===== src/sv/pii_pkg.sv =====
// ============================================================================
// Polyline insert index package
// Widths, unit operation codes, accumulator selects and shared structs.
// ============================================================================
package pii_pkg;

    localparam int MAX_POINTS = 1024;
    localparam int COORD_W    = 32;
    localparam int DIFF_W     = COORD_W + 1;
    localparam int IDX_W      = 11;
    localparam int CNT_W      = $clog2(MAX_POINTS + 1);
    localparam int ROOT_W     = 36;
    localparam int PROD_W     = 2 * ROOT_W;
    localparam int ACC_W      = 68;
    localparam int DIST_W     = ROOT_W + 1;
    localparam int STEP_W     = $clog2(ROOT_W);

    // Shared unit operations.
    localparam logic OP_SQRT = 1'b0;
    localparam logic OP_DIV  = 1'b1;

    // Accumulator selects for multiplier results.
    localparam logic [2:0] ACC_NONE = 3'd0;
    localparam logic [2:0] ACC_D1   = 3'd1;
    localparam logic [2:0] ACC_D2   = 3'd2;
    localparam logic [2:0] ACC_LSQ  = 3'd3;
    localparam logic [2:0] ACC_P1   = 3'd4;
    localparam logic [2:0] ACC_P2   = 3'd5;

    typedef logic signed [COORD_W-1:0] coord_t;
    typedef logic signed [DIFF_W-1:0]  diff_t;

    typedef struct packed {
        logic              valid;
        logic              neg;
        logic [2:0]        sel;
        logic [PROD_W-1:0] prod;
    } mul_out_t;

    typedef struct packed {
        logic start;
        logic op;
    } unit_ctl_t;

    typedef struct packed {
        logic              done;
        logic [ROOT_W-1:0] result;
    } unit_stat_t;

endpackage


===== src/sv/pii_mult.sv =====
// ============================================================================
// Polyline insert index multiplier
// Registered unsigned multiplier with sign and accumulator tags.
// ============================================================================
module pii_mult (
    input  logic                      clk,
    input  logic                      rst_n,
    input  logic                      issue,
    input  logic [pii_pkg::ROOT_W-1:0] a,
    input  logic [pii_pkg::ROOT_W-1:0] b,
    input  logic                      neg,
    input  logic [2:0]                sel,
    output pii_pkg::mul_out_t         result
);
    import pii_pkg::*;

    logic              valid_reg;
    logic              neg_reg;
    logic [2:0]        sel_reg;
    logic [PROD_W-1:0] prod_reg;

    // Valid flag is the issue strobe, registered.
    always_ff @(posedge clk or negedge rst_n)
    begin
        if (!rst_n)
        begin
            valid_reg <= 1'b0;
        end
        else
        begin
            valid_reg <= issue;
        end
    end

    // Product and tags are registered.
    always_ff @(posedge clk)
    begin
        prod_reg <= PROD_W'(a) * PROD_W'(b);
        neg_reg  <= neg;
        sel_reg  <= sel;
    end

    assign result = '{valid: valid_reg, neg: neg_reg, sel: sel_reg, prod: prod_reg};

endmodule


===== config.mk =====
export PLATFORM = sky130hd
export DESIGN_NAME = pii_mult
export DESIGN_NICKNAME = d
export VERILOG_FILES = /design/src/sv/pii_pkg.sv /design/src/sv/pii_mult.sv
export SDC_FILE = /design/constraint.sdc
export NUM_CORES = 2
export LEC_CHECK = 0
export BUFFER_PORTS_ARGS = -buffer_cell sky130_fd_sc_hd__buf_2
export CAP_MARGIN = 25
export CORE_ASPECT_RATIO = 0.5
export CORE_MARGIN = 2
export CORE_UTILIZATION = 55
export CTS_CLUSTER_SIZE = 10
export DETAILED_ROUTE_END_ITERATION = 8
export GPL_TIMING_DRIVEN = 1
export PLACE_DENSITY = 0.75
export REMOVE_ABC_BUFFERS = 1
export SYNTH_ARGS = -nofsm -noshare
export SYNTH_HDL_FRONTEND = slang
export SYNTH_SLANG_ARGS = --single-unit

===== constraint.sdc =====
create_clock -name clk -period 0.8 [get_ports clk]
set_input_delay 0.04 -clock clk [delete_from_list [all_inputs] [get_ports clk]]
set_output_delay 0.04 -clock clk [all_outputs]
set_load 0.005 [all_outputs]

==> qor.json <==
{
  "global_routing": {
    "grt_pass1_wl_um": 199000,
    "grt-busiest-layer": "met2",
    "groute.layer.met2.usage_pct": 55.5,
    "grt_pass1_vias": 38310,
    "grt_util_met1_pct": 37.4,
    "met3_usage_pct": 4.69,
    "grt_util_all_layers_pct": 31.6,
    "grt_max_degree": 27,
    "grt_overflow_total": 0,
    "grt_antenna_before_repair": 4
  },
  "floorplanning": {
    "start_util_pct": 55.8,
    "design.core.area_um2": 77600,
    "die-width_um": 401,
    "floorplan.io_pins": 156,
    "die_area_um2": 81000,
    "num_rows": 72,
    "die_height_um": 202
  },
  "logic_synthesis": {
    "ys_seq_elements": 77,
    "yosys.area.top_type_share_pct": 53.5,
    "edff_count_synth": 0,
    "yosys_warnings": 0,
    "yosysSeqAreaShare_pct": 3.58,
    "post_synth_most_frequent_cells": "sky130_fd_sc_hd__inv_1, sky130_fd_sc_hd__fa_1, sky130_fd_sc_hd__nand2_1",
    "post_synthesis_mean_instance_area_um2": 9.01,
    "mappedNetlistArea_um2": 43300,
    "post_synth_main_area_contributors": "sky130_fd_sc_hd__fa_1, sky130_fd_sc_hd__inv_1, sky130_fd_sc_hd__and2_1",
    "synthFlopType": "sky130_fd_sc_hd__dfxtp_1",
    "dominant_cell_by_count_in_the_synthesized_netlist": "sky130_fd_sc_hd__inv_1",
    "syn-instance-count": 4798,
    "synth_async_sr_flop_share_pct": 1.30,
    "synth.largest_area_cell": "sky130_fd_sc_hd__fa_1",
    "synthDistinctLibCells": 57
  },
  "setup_path": {
    "timing.critical_path.from_type": "primary input",
    "signal_arrival_time_at_the_worst_endpoint_ns": 7.09,
    "worst-setup-path-type": "in -> reg",
    "timing.critical_path.to_type": "flop",
    "worst-endpoint-required_ns": 1.06,
    "largest_driver_fanout_on_the_critical_path": 16
  },
  "detailed_routing": {
    "post-route-drc-count": 0,
    "route.final.wire_length_um": 127000,
    "drt-initial-drc-count": 2292,
    "detail-route-antenna-nets": 0,
    "vias": 33979,
    "route.detailed.vias_per_inst": 5.39,
    "route.detailed.wl_per_inst_um": 20.1,
    "detail_route.first_pass.iterations": 6
  },
  "clock_network": {
    "clk_transition_reported_paths_ns": 0.07,
    "ctsLongestPathBuffers": 2,
    "cts_tree": "built",
    "h-tree-depth": 3,
    "clock_tree.root_cell": "sky130_fd_sc_hd__clkbuf_16",
    "clock_sinks": 77,
    "numCtsBuffers": 9
  },
  "sta": {
    "finalCriticalPeriod_ns": 6.83,
    "rsz_0062_raised_after_global_routing": "true",
    "finalSetupViolations": 146,
    "tns_ns": -350.30,
    "final-hold-violation-count": 0,
    "drv_slew": 0,
    "slew-limit-headroom_pct": 70.6,
    "period_share_pct": 853,
    "timing_worst_slew_pin_value_ns": 0.437,
    "fmax_mhz": 146,
    "final_critical_path_setup_slack_ns": -6.03
  },
  "final_layout": {
    "area_delta_synth_final_pct": 22.4,
    "register_area_um2": 1580,
    "nets": 6781,
    "multi_input_area_um2": 38000,
    "post_route_cells_drive_above_1_share_pct": 22.3,
    "nFillCells": 5640,
    "largest_register_ff_count": 72
  },
  "placed_design": {
    "detailedPlacementHpwl_um": 101000,
    "pre_cts_ws_ns": -7.01,
    "place.port_buffers": 155,
    "globalplace.congestion": 0.940
  },
  "run_status": {
    "result_of_the_run": "finished, violations left",
    "violations": "negative setup slack"
  },
  "job": {
    "max_cap_violations": 0
  },
  "hold_path": {
    "timing.hold.worst.class": "in -> reg",
    "worstHoldPathCells": 3
  }
}
==> what timing repair did <==
action	CTS	global route
endpoints found under the setup margin	148	147
setup buffers	69	37
gates resized for setup	573	332
hold endpoints to repair	6	0
cloned	11	1
pin swaps	227	215
hold buffers	7	0
==> critical path, cell delays in order <==
cell and delay [ns]:
sky130_fd_sc_hd__buf_8 0.14, sky130_fd_sc_hd__buf_12 0.17, sky130_fd_sc_hd__and2_4 0.14, sky130_fd_sc_hd__fa_1 0.54
sky130_fd_sc_hd__inv_1 0.05, sky130_fd_sc_hd__fa_1 0.47, sky130_fd_sc_hd__inv_1 0.05, sky130_fd_sc_hd__fa_1 0.47
sky130_fd_sc_hd__fa_1 0.57, sky130_fd_sc_hd__fa_2 0.50, sky130_fd_sc_hd__fa_1 0.50, sky130_fd_sc_hd__fa_1 0.50
sky130_fd_sc_hd__inv_1 0.06, sky130_fd_sc_hd__fa_1 0.57, sky130_fd_sc_hd__inv_2 0.06, sky130_fd_sc_hd__ha_4 0.23
sky130_fd_sc_hd__a21oi_1 0.17, sky130_fd_sc_hd__o21ai_1 0.17, sky130_fd_sc_hd__a31oi_1 0.24, sky130_fd_sc_hd__nand4_1 0.14
sky130_fd_sc_hd__buf_6 0.16, sky130_fd_sc_hd__o211ai_1 0.32, sky130_fd_sc_hd__a31oi_1 0.18, sky130_fd_sc_hd__o21ai_2 0.21
sky130_fd_sc_hd__o211ai_1 0.11, sky130_fd_sc_hd__a21oi_1 0.18, sky130_fd_sc_hd__xnor2_1 0.08
==> area by class of cell <==
type | instances | share of cell area, %
repair buffers | 730 | 13.5
well taps | 1036 | 2.45
inverters | 1226 | 8.69
multi-input cells | 3210 | 71.8
flip-flops and latches | 77 | 2.99
clock inverters | 6 | 0.130
diodes | 4 | 0.0189
clock buffers | 10 | 0.451
==> path summary, 6_finish.rpt <==
check                                        to  slack (ns)  startpoint
worst max-delay path       prod_reg[67]$_DFF_P_       -6.03       a[12]
worst min-delay path        prod_reg[0]$_DFF_P_        0.18        b[0]
max in group asynchronous   valid_reg$_DFF_PN0_        0.20       rst_n
min in group asynchronous   valid_reg$_DFF_PN0_        0.50       rst_n
==> through the flow <==
stage	instances	instance area [um^2]	util, %	hold WS (ns)
floorplan	4513	42200	-	-0.256
global placement	6169	48000	61.8	-0.186
detailed placement	6169	48000	61.8	-0.183
CTS	6262	51400	66.2	0.169
global route	6299	53000	68.3	0.174
finish	6299	53000	68.3	0.177
==> cells by family (layout without fill, tap and decap cells) <==
family	count (synthesis)	count (layout)	share of synthesized area (%)
other	0	4	0
AOI/OAI and AO/OA	234	234	3.46
DFF	77	77	3.58
buffers and inverters	1511	1972	13.1
xor gates and xnor gates	68	68	1.38
adders and majority gates	1448	1448	62.0
and+or+nand+nor	1459	1459	16.5
muxes	1	1	0.0231
==> per-layer routing <==
layer	wire, um	vias to the layer above
li1	-	14533
met1	44700	17602
met2	65200	1395
met3	8210	449
met4	8500	0
met5	0	-
==> cell usage in the layout, fill, tap and decap left out, types with 43 or more instances in the layout <==
cell type	netlist	final
sky130_fd_sc_hd__inv_1	1225	1141
sky130_fd_sc_hd__fa_1	1156	1107
sky130_fd_sc_hd__nand2_1	764	729
sky130_fd_sc_hd__and2_1	598	554
sky130_fd_sc_hd__buf_4	2	418
sky130_fd_sc_hd__ha_1	292	236
sky130_fd_sc_hd__buf_6	0	134
sky130_fd_sc_hd__inv_2	1	85
sky130_fd_sc_hd__buf_2	4	66
sky130_fd_sc_hd__buf_12	0	57
sky130_fd_sc_hd__ha_4	0	53
sky130_fd_sc_hd__a21oi_1	86	52
sky130_fd_sc_hd__fa_2	0	49
sky130_fd_sc_hd__dfxtp_1	76	48
sky130_fd_sc_hd__and2_4	0	43
Power is left out: the tool's default activity adds up to more than one toggle a clock period on the data nets, which glitch-free logic cannot reach.
