--- config.mk ---
export PLATFORM = sky130hd
export DESIGN_NAME = pii_root_div
export DESIGN_NICKNAME = d
export VERILOG_FILES = /design/src/sv/pii_pkg.sv /design/src/sv/pii_root_div.sv
export SDC_FILE = /design/constraint.sdc
export NUM_CORES = 1
export LEC_CHECK = 0
export BUFFER_PORTS_ARGS = -buffer_cell sky130_fd_sc_hd__buf_2
export CAP_MARGIN = 20
export CORE_MARGIN = 10
export CORE_UTILIZATION = 55
export CTS_CLUSTER_SIZE = 25
export DETAILED_ROUTE_END_ITERATION = 8
export HOLD_SLACK_MARGIN = 0.03
export PLACE_DENSITY = 0.74
export REMOVE_ABC_BUFFERS = 1
export SYNTH_ARGS = -nofsm -noshare
export SYNTH_HDL_FRONTEND = slang
export SYNTH_SLANG_ARGS = --single-unit
--- constraint.sdc ---
create_clock -name clk -period 8.4 [get_ports clk]
set_input_delay 0.42 -clock clk [delete_from_list [all_inputs] [get_ports clk]]
set_output_delay 0.42 -clock clk [all_outputs]
set_load 0.02 [all_outputs]
--- src/sv/pii_pkg.sv ---
// ============================================================================
// Polyline insert index package
// Widths, unit operation codes, accumulator selects and shared structs.
// ============================================================================
package pii_pkg;

    localparam int MAX_POINTS = 1024;
    localparam int COORD_W    = 32;
    localparam int DIFF_W     = COORD_W + 1;
    localparam int IDX_W      = 11;
    localparam int CNT_W      = $clog2(MAX_POINTS + 1);
    localparam int ROOT_W     = 36;
    localparam int PROD_W     = 2 * ROOT_W;
    localparam int ACC_W      = 68;
    localparam int DIST_W     = ROOT_W + 1;
    localparam int STEP_W     = $clog2(ROOT_W);

    // Shared unit operations.
    localparam logic OP_SQRT = 1'b0;
    localparam logic OP_DIV  = 1'b1;

    // Accumulator selects for multiplier results.
    localparam logic [2:0] ACC_NONE = 3'd0;
    localparam logic [2:0] ACC_D1   = 3'd1;
    localparam logic [2:0] ACC_D2   = 3'd2;
    localparam logic [2:0] ACC_LSQ  = 3'd3;
    localparam logic [2:0] ACC_P1   = 3'd4;
    localparam logic [2:0] ACC_P2   = 3'd5;

    typedef logic signed [COORD_W-1:0] coord_t;
    typedef logic signed [DIFF_W-1:0]  diff_t;

    typedef struct packed {
        logic              valid;
        logic              neg;
        logic [2:0]        sel;
        logic [PROD_W-1:0] prod;
    } mul_out_t;

    typedef struct packed {
        logic start;
        logic op;
    } unit_ctl_t;

    typedef struct packed {
        logic              done;
        logic [ROOT_W-1:0] result;
    } unit_stat_t;

endpackage

--- src/sv/pii_root_div.sv ---
// ============================================================================
// Polyline insert index root and divide unit
// Shared compare-subtract engine for integer square root and division.
// ============================================================================
module pii_root_div (
    input  logic                       clk,
    input  logic                       rst_n,
    input  pii_pkg::unit_ctl_t         ctl,
    input  logic [pii_pkg::PROD_W-1:0] x,
    input  logic [pii_pkg::ROOT_W-1:0] d,
    output pii_pkg::unit_stat_t        stat
);
    import pii_pkg::*;

    logic              busy_reg;
    logic              done_reg;
    logic [STEP_W-1:0] cnt_reg;
    logic              op_reg;
    logic [PROD_W-1:0] a_reg;
    logic [PROD_W-1:0] b_reg;
    logic [PROD_W-1:0] c_reg;
    logic [ROOT_W-1:0] q_reg;
    logic [PROD_W-1:0] trial;
    logic              ge;

    // One compare and subtract per cycle.
    assign trial = (op_reg == OP_SQRT) ? (b_reg + c_reg) : b_reg;
    assign ge    = (a_reg >= trial);

    // Step counter and handshake.
    always_ff @(posedge clk or negedge rst_n)
    begin
        if (!rst_n)
        begin
            busy_reg <= 1'b0;
            done_reg <= 1'b0;
            cnt_reg  <= '0;
        end
        else
        begin
            done_reg <= 1'b0;
            if (ctl.start)
            begin
                busy_reg <= 1'b1;
                cnt_reg  <= STEP_W'(ROOT_W - 1);
            end
            else if (busy_reg)
            begin
                if (cnt_reg == '0)
                begin
                    busy_reg <= 1'b0;
                    done_reg <= 1'b1;
                end
                else
                begin
                    cnt_reg <= cnt_reg - 1'b1;
                end
            end
        end
    end

    // Remainder, root and quotient registers.
    always_ff @(posedge clk)
    begin
        if (ctl.start)
        begin
            op_reg <= ctl.op;
            a_reg  <= x;
            q_reg  <= '0;
            if (ctl.op == OP_SQRT)
            begin
                b_reg <= '0;
                c_reg <= PROD_W'(1) << (2 * (ROOT_W - 1));
            end
            else
            begin
                b_reg <= PROD_W'(d) << (ROOT_W - 1);
                c_reg <= '0;
            end
        end
        else if (busy_reg)
        begin
            if (ge)
            begin
                a_reg <= a_reg - trial;
            end
            if (op_reg == OP_SQRT)
            begin
                b_reg <= ge ? ((b_reg >> 1) + c_reg) : (b_reg >> 1);
                c_reg <= c_reg >> 2;
            end
            else
            begin
                b_reg <= b_reg >> 1;
                q_reg <= {q_reg[ROOT_W-2:0], ge};
            end
        end
    end

    assign stat = '{done: done_reg,
                    result: (op_reg == OP_SQRT) ? b_reg[ROOT_W-1:0] : q_reg};

endmodule

==> results.tsv <==
stage	metric	value	unit
outcome	outcome	finished clean	
floorplan	core	35700	µm²
logic_synthesis	synth_edf_count	181	
grt	grt_util_all_layers	26.7	%
sta	finalHoldWorstSlack	0.125	ns
drt	routed_wirelength	61100	µm
logic_synthesis	synth.largest_area_cell	edfxtp_1	
logic_synthesis	yosys.area.top_type_share	27.1	%
clocking	post-cts-setup-buffers	0	
layout	layout.cells.most_common	nand2_1	
grt	grt_antenna_before_repair	0	
worst_hold_path	min-delay-start	x[6]	
clocking	clock_sink_count	225	
floorplan	die_area	44500	µm²
layout	drive_above_1_share	12.3	%
worst_hold_path	hold_path_end	a_reg[6]	
worst_setup_path	worst_setup_path_start_kind	flop	
logic_synthesis	number_of_standard_cells_after_synthesis	2411	
logic_synthesis	synth_area_leaders	edfxtp_1, ha_1, nand2_1	
logic_synthesis	synth-xor-area-share	8.56	%
sta	skew	0.0199	ns
sta	setup_ws	1.27	ns
grt	maximum_number_of_pins_on_one_net_before_global_route_repair	153	
worst_hold_path	hold_path_depth	3	
sta	rsz0062_at_grt	no	
logic_synthesis	synth-seq-cells	225	
place	pre_cts_ws	1.34	ns
layout	final_cell_mix	nand2_1, a21oi_1, o21ai_0	
worst_setup_path	worstPathArrival	7.40	ns
drt	wl_met3	3240	µm
floorplan	start_util	56.1	%
logic_synthesis	dominantRegCellSynth	edfxtp_1	
drt	number_of_remaining_drc_errors	0	
worst_setup_path	critical_path.reg2reg.endpoint	b_reg[45]	
worst_setup_path	worstRegToRegCells	23	
worst_setup_path	criticalPathCategory	flop to flop	
job	drv_cap	0	
sta	final_max_slew_viol_count	0	
place	place_congestion	0.931	
sta	hold_viol_final	0	
clocking	tritoncts_clock_tree	built	
sta	fmax	140	MHz
clocking	clk_latency	0.57	ns
layout	antenna_cells	0	
drt	via_count	18700	
drt	drt_iter0_drc	1771	
worst_setup_path	worstPathRequired	8.67	ns
clocking	clk_path_buf_depth	3	
logic_synthesis	async_set_or_reset_flop_fraction_in_the_synthesized_netlist	3.56	%
logic_synthesis	largest_family_of_logic_cells_by_synthesized_area	compound AO/OA/AOI/OAI gates	
pwr	post_route_total_power	7.80	mW
clocking	numCtsBuffers	29	
sta	total_neg_setup_slack	0	ns
drt	via_per_inst	6.33	
pwr	leakage	8.53	nW
logic_synthesis	yosys_warnings	0	
pwr	power_per_cell_area	357	nW/µm²
logic_synthesis	area_of_the_mapped_netlist	20000	µm²
pwr	vdd.ir_drop.worst	0.294	mV
grt	grt_pass1_wl	97300	µm
clocking	cts.root.buffer_cell	clkbuf_16	
layout	fill_cells	3266	
floorplan	die_w	211	µm
logic_synthesis	synth_compound_area_share	24.6	%
worst_setup_path	rrSetupSlack	1.27	ns
drt	met2WireLength	29800	µm
layout	area.growth.synth_to_final	8.96	%
drt	highest-signal-layer	met4	
worst_hold_path	hold_path_class	input pin to flop	
logic_synthesis	synth_cell_type_count	96	
logic_synthesis	synthAdderAreaFrac	9.34	%
grt	via_count_of_the_first_global_routing_pass	18200	
worst_setup_path	crit_end_element	flop	
floorplan	std_cell_rows	69	
clocking	ctsHtreeMaxLevel	1	
sta	slew_headroom	25.1	%
logic_synthesis	syn_area_per_cell	8.31	µm²
grt	aggregate_global_routing_overflow	0	
drt	routedLengthMet1	25900	µm
sta	setup_viol_count_final	0	
sta	layout_min_cycle_time	7.13	ns
drt	postRouteAntennaNets	0	
drt	drt_pre_antenna_iters	6	
floorplan	fp.dieH	211	µm
layout	multi_input_comb_area	12900	µm²
layout	num-nets-final	2731	
worst_setup_path	r2r_start	b_reg[20]	
place	port_buffers	148	
layout	regArea	6360	µm²
worst_setup_path	critical_path.max_fanout	13	
logic_synthesis	post_synth_and_or_nand_nor_area_fraction	19.4	%
sta	fin_crit_sh	84.9	%
floorplan	ioPinCount	149	
place	dp.final_hpwl	45800	µm
clocking	cts.clk_slew.worst_paths	0.06	ns
logic_synthesis	synth.yosys.seq_area_share	31.7	%
drt	wl_per_cell	20.7	µm
sta	slew_at_the_pin_with_the_worst_max_slew_slack	1.12	ns
logic_synthesis	synth.mux.area_fraction	2.42	%
[kinds of logic (layout without fill, tap and decap cells)]
family / Yosys count / after routing
DFF: 225 / 225
AOI/OAI and AO/OA: 784 / 784
muxes: 44 / 44
xor gates and xnor gates: 196 / 196
adders and majority gates: 149 / 149
and+or+nand+nor: 836 / 836
buffers and inverters: 177 / 258
[worst max path at each step]
stage          cells after the start   endpoint      start
2_1_floorplan                     14   a_reg[0]     op_reg
3_3_place_gp                      23  b_reg[39]  b_reg[20]
3_5_place_dp                      23  b_reg[39]  b_reg[20]
4_1_cts                           23  b_reg[45]  b_reg[20]
5_1_grt                           23  b_reg[41]  b_reg[20]
6_report                          23  b_reg[45]  b_reg[20]
[worst max-delay path: stages (launching register included)]
cell       delay, ns
edfxtp_1        0.55
ha_1            0.46
nand2_1         0.12
or4b_4          0.58
a21oi_2         0.15
o21ai_1         0.09
a2111oi_2       0.56
o2111ai_2       0.23
a21boi_0        0.26
and2_1          0.18
o21ai_0         0.10
xnor2_1         0.18
mux2i_1         0.11
ha_1            0.44
nand4_1         0.16
or2_1           0.30
or3_1           0.36
or3_1           0.36
o32ai_2         0.34
o21a_1          0.67
buf_4           0.31
nand2_1         0.08
xor2_1          0.14
a21oi_1         0.08
[per-stage QoR]
stage	cells	cell area, µm²	utilization, %
floorplan	2279	19400	-
global placement	2898	20900	58.4
detailed placement	2898	20900	58.4
CTS	2952	21800	61.1
global route	2953	21800	61.1
finish	2953	21800	61.1
[layer usage]
metal | vias to the layer above | GRT usage [%]
met4 | 0 | 9.14
met5 | - | 0
met1 | 8923 | 33.8
met2 | 660 | 46.2
li1 | 8993 | -
met3 | 122 | 3.15
[layout make-up]
class                   instances  area share [%]
multi-input cells            2009            59.2
flip-flops and latches        225            29.1
repair buffers                160            4.00
clock buffers                  34            3.45
well taps                     461            2.64
clock inverters                19           0.814
inverters                      45           0.773
[where the power goes]
group	leakage, nW	internal [mW]	total, mW	switching, mW
Clock	0.457	0.731	1.25	0.517
Sequential	2.39	1.66	1.98	0.319
Combinational	5.68	1.79	4.57	2.78
[synthesized netlist by cell type (all sizes together) (22+ instances only)]
library cell / number
nand3: 43
o21bai: 27
dfxtp: 36
nand4: 58
xor2: 76
nor2b: 57
and2: 22
edfxtp: 181
inv: 45
nand2: 341
clkbuf: 97
mux2: 35
buf: 34
nor3: 38
a21o: 56
nor2: 181
o21ai: 212
xnor2: 120
a31oi: 78
a21oi: 224
ha: 148
o21a: 29
[timing repair]
action / 4_1_cts / 5_1_grt
endpoints found under the hold margin: 8 / 0
hold buffers: 1 / 0
gates resized for setup: 0 / 0
(Power assumes the default switching activity.)
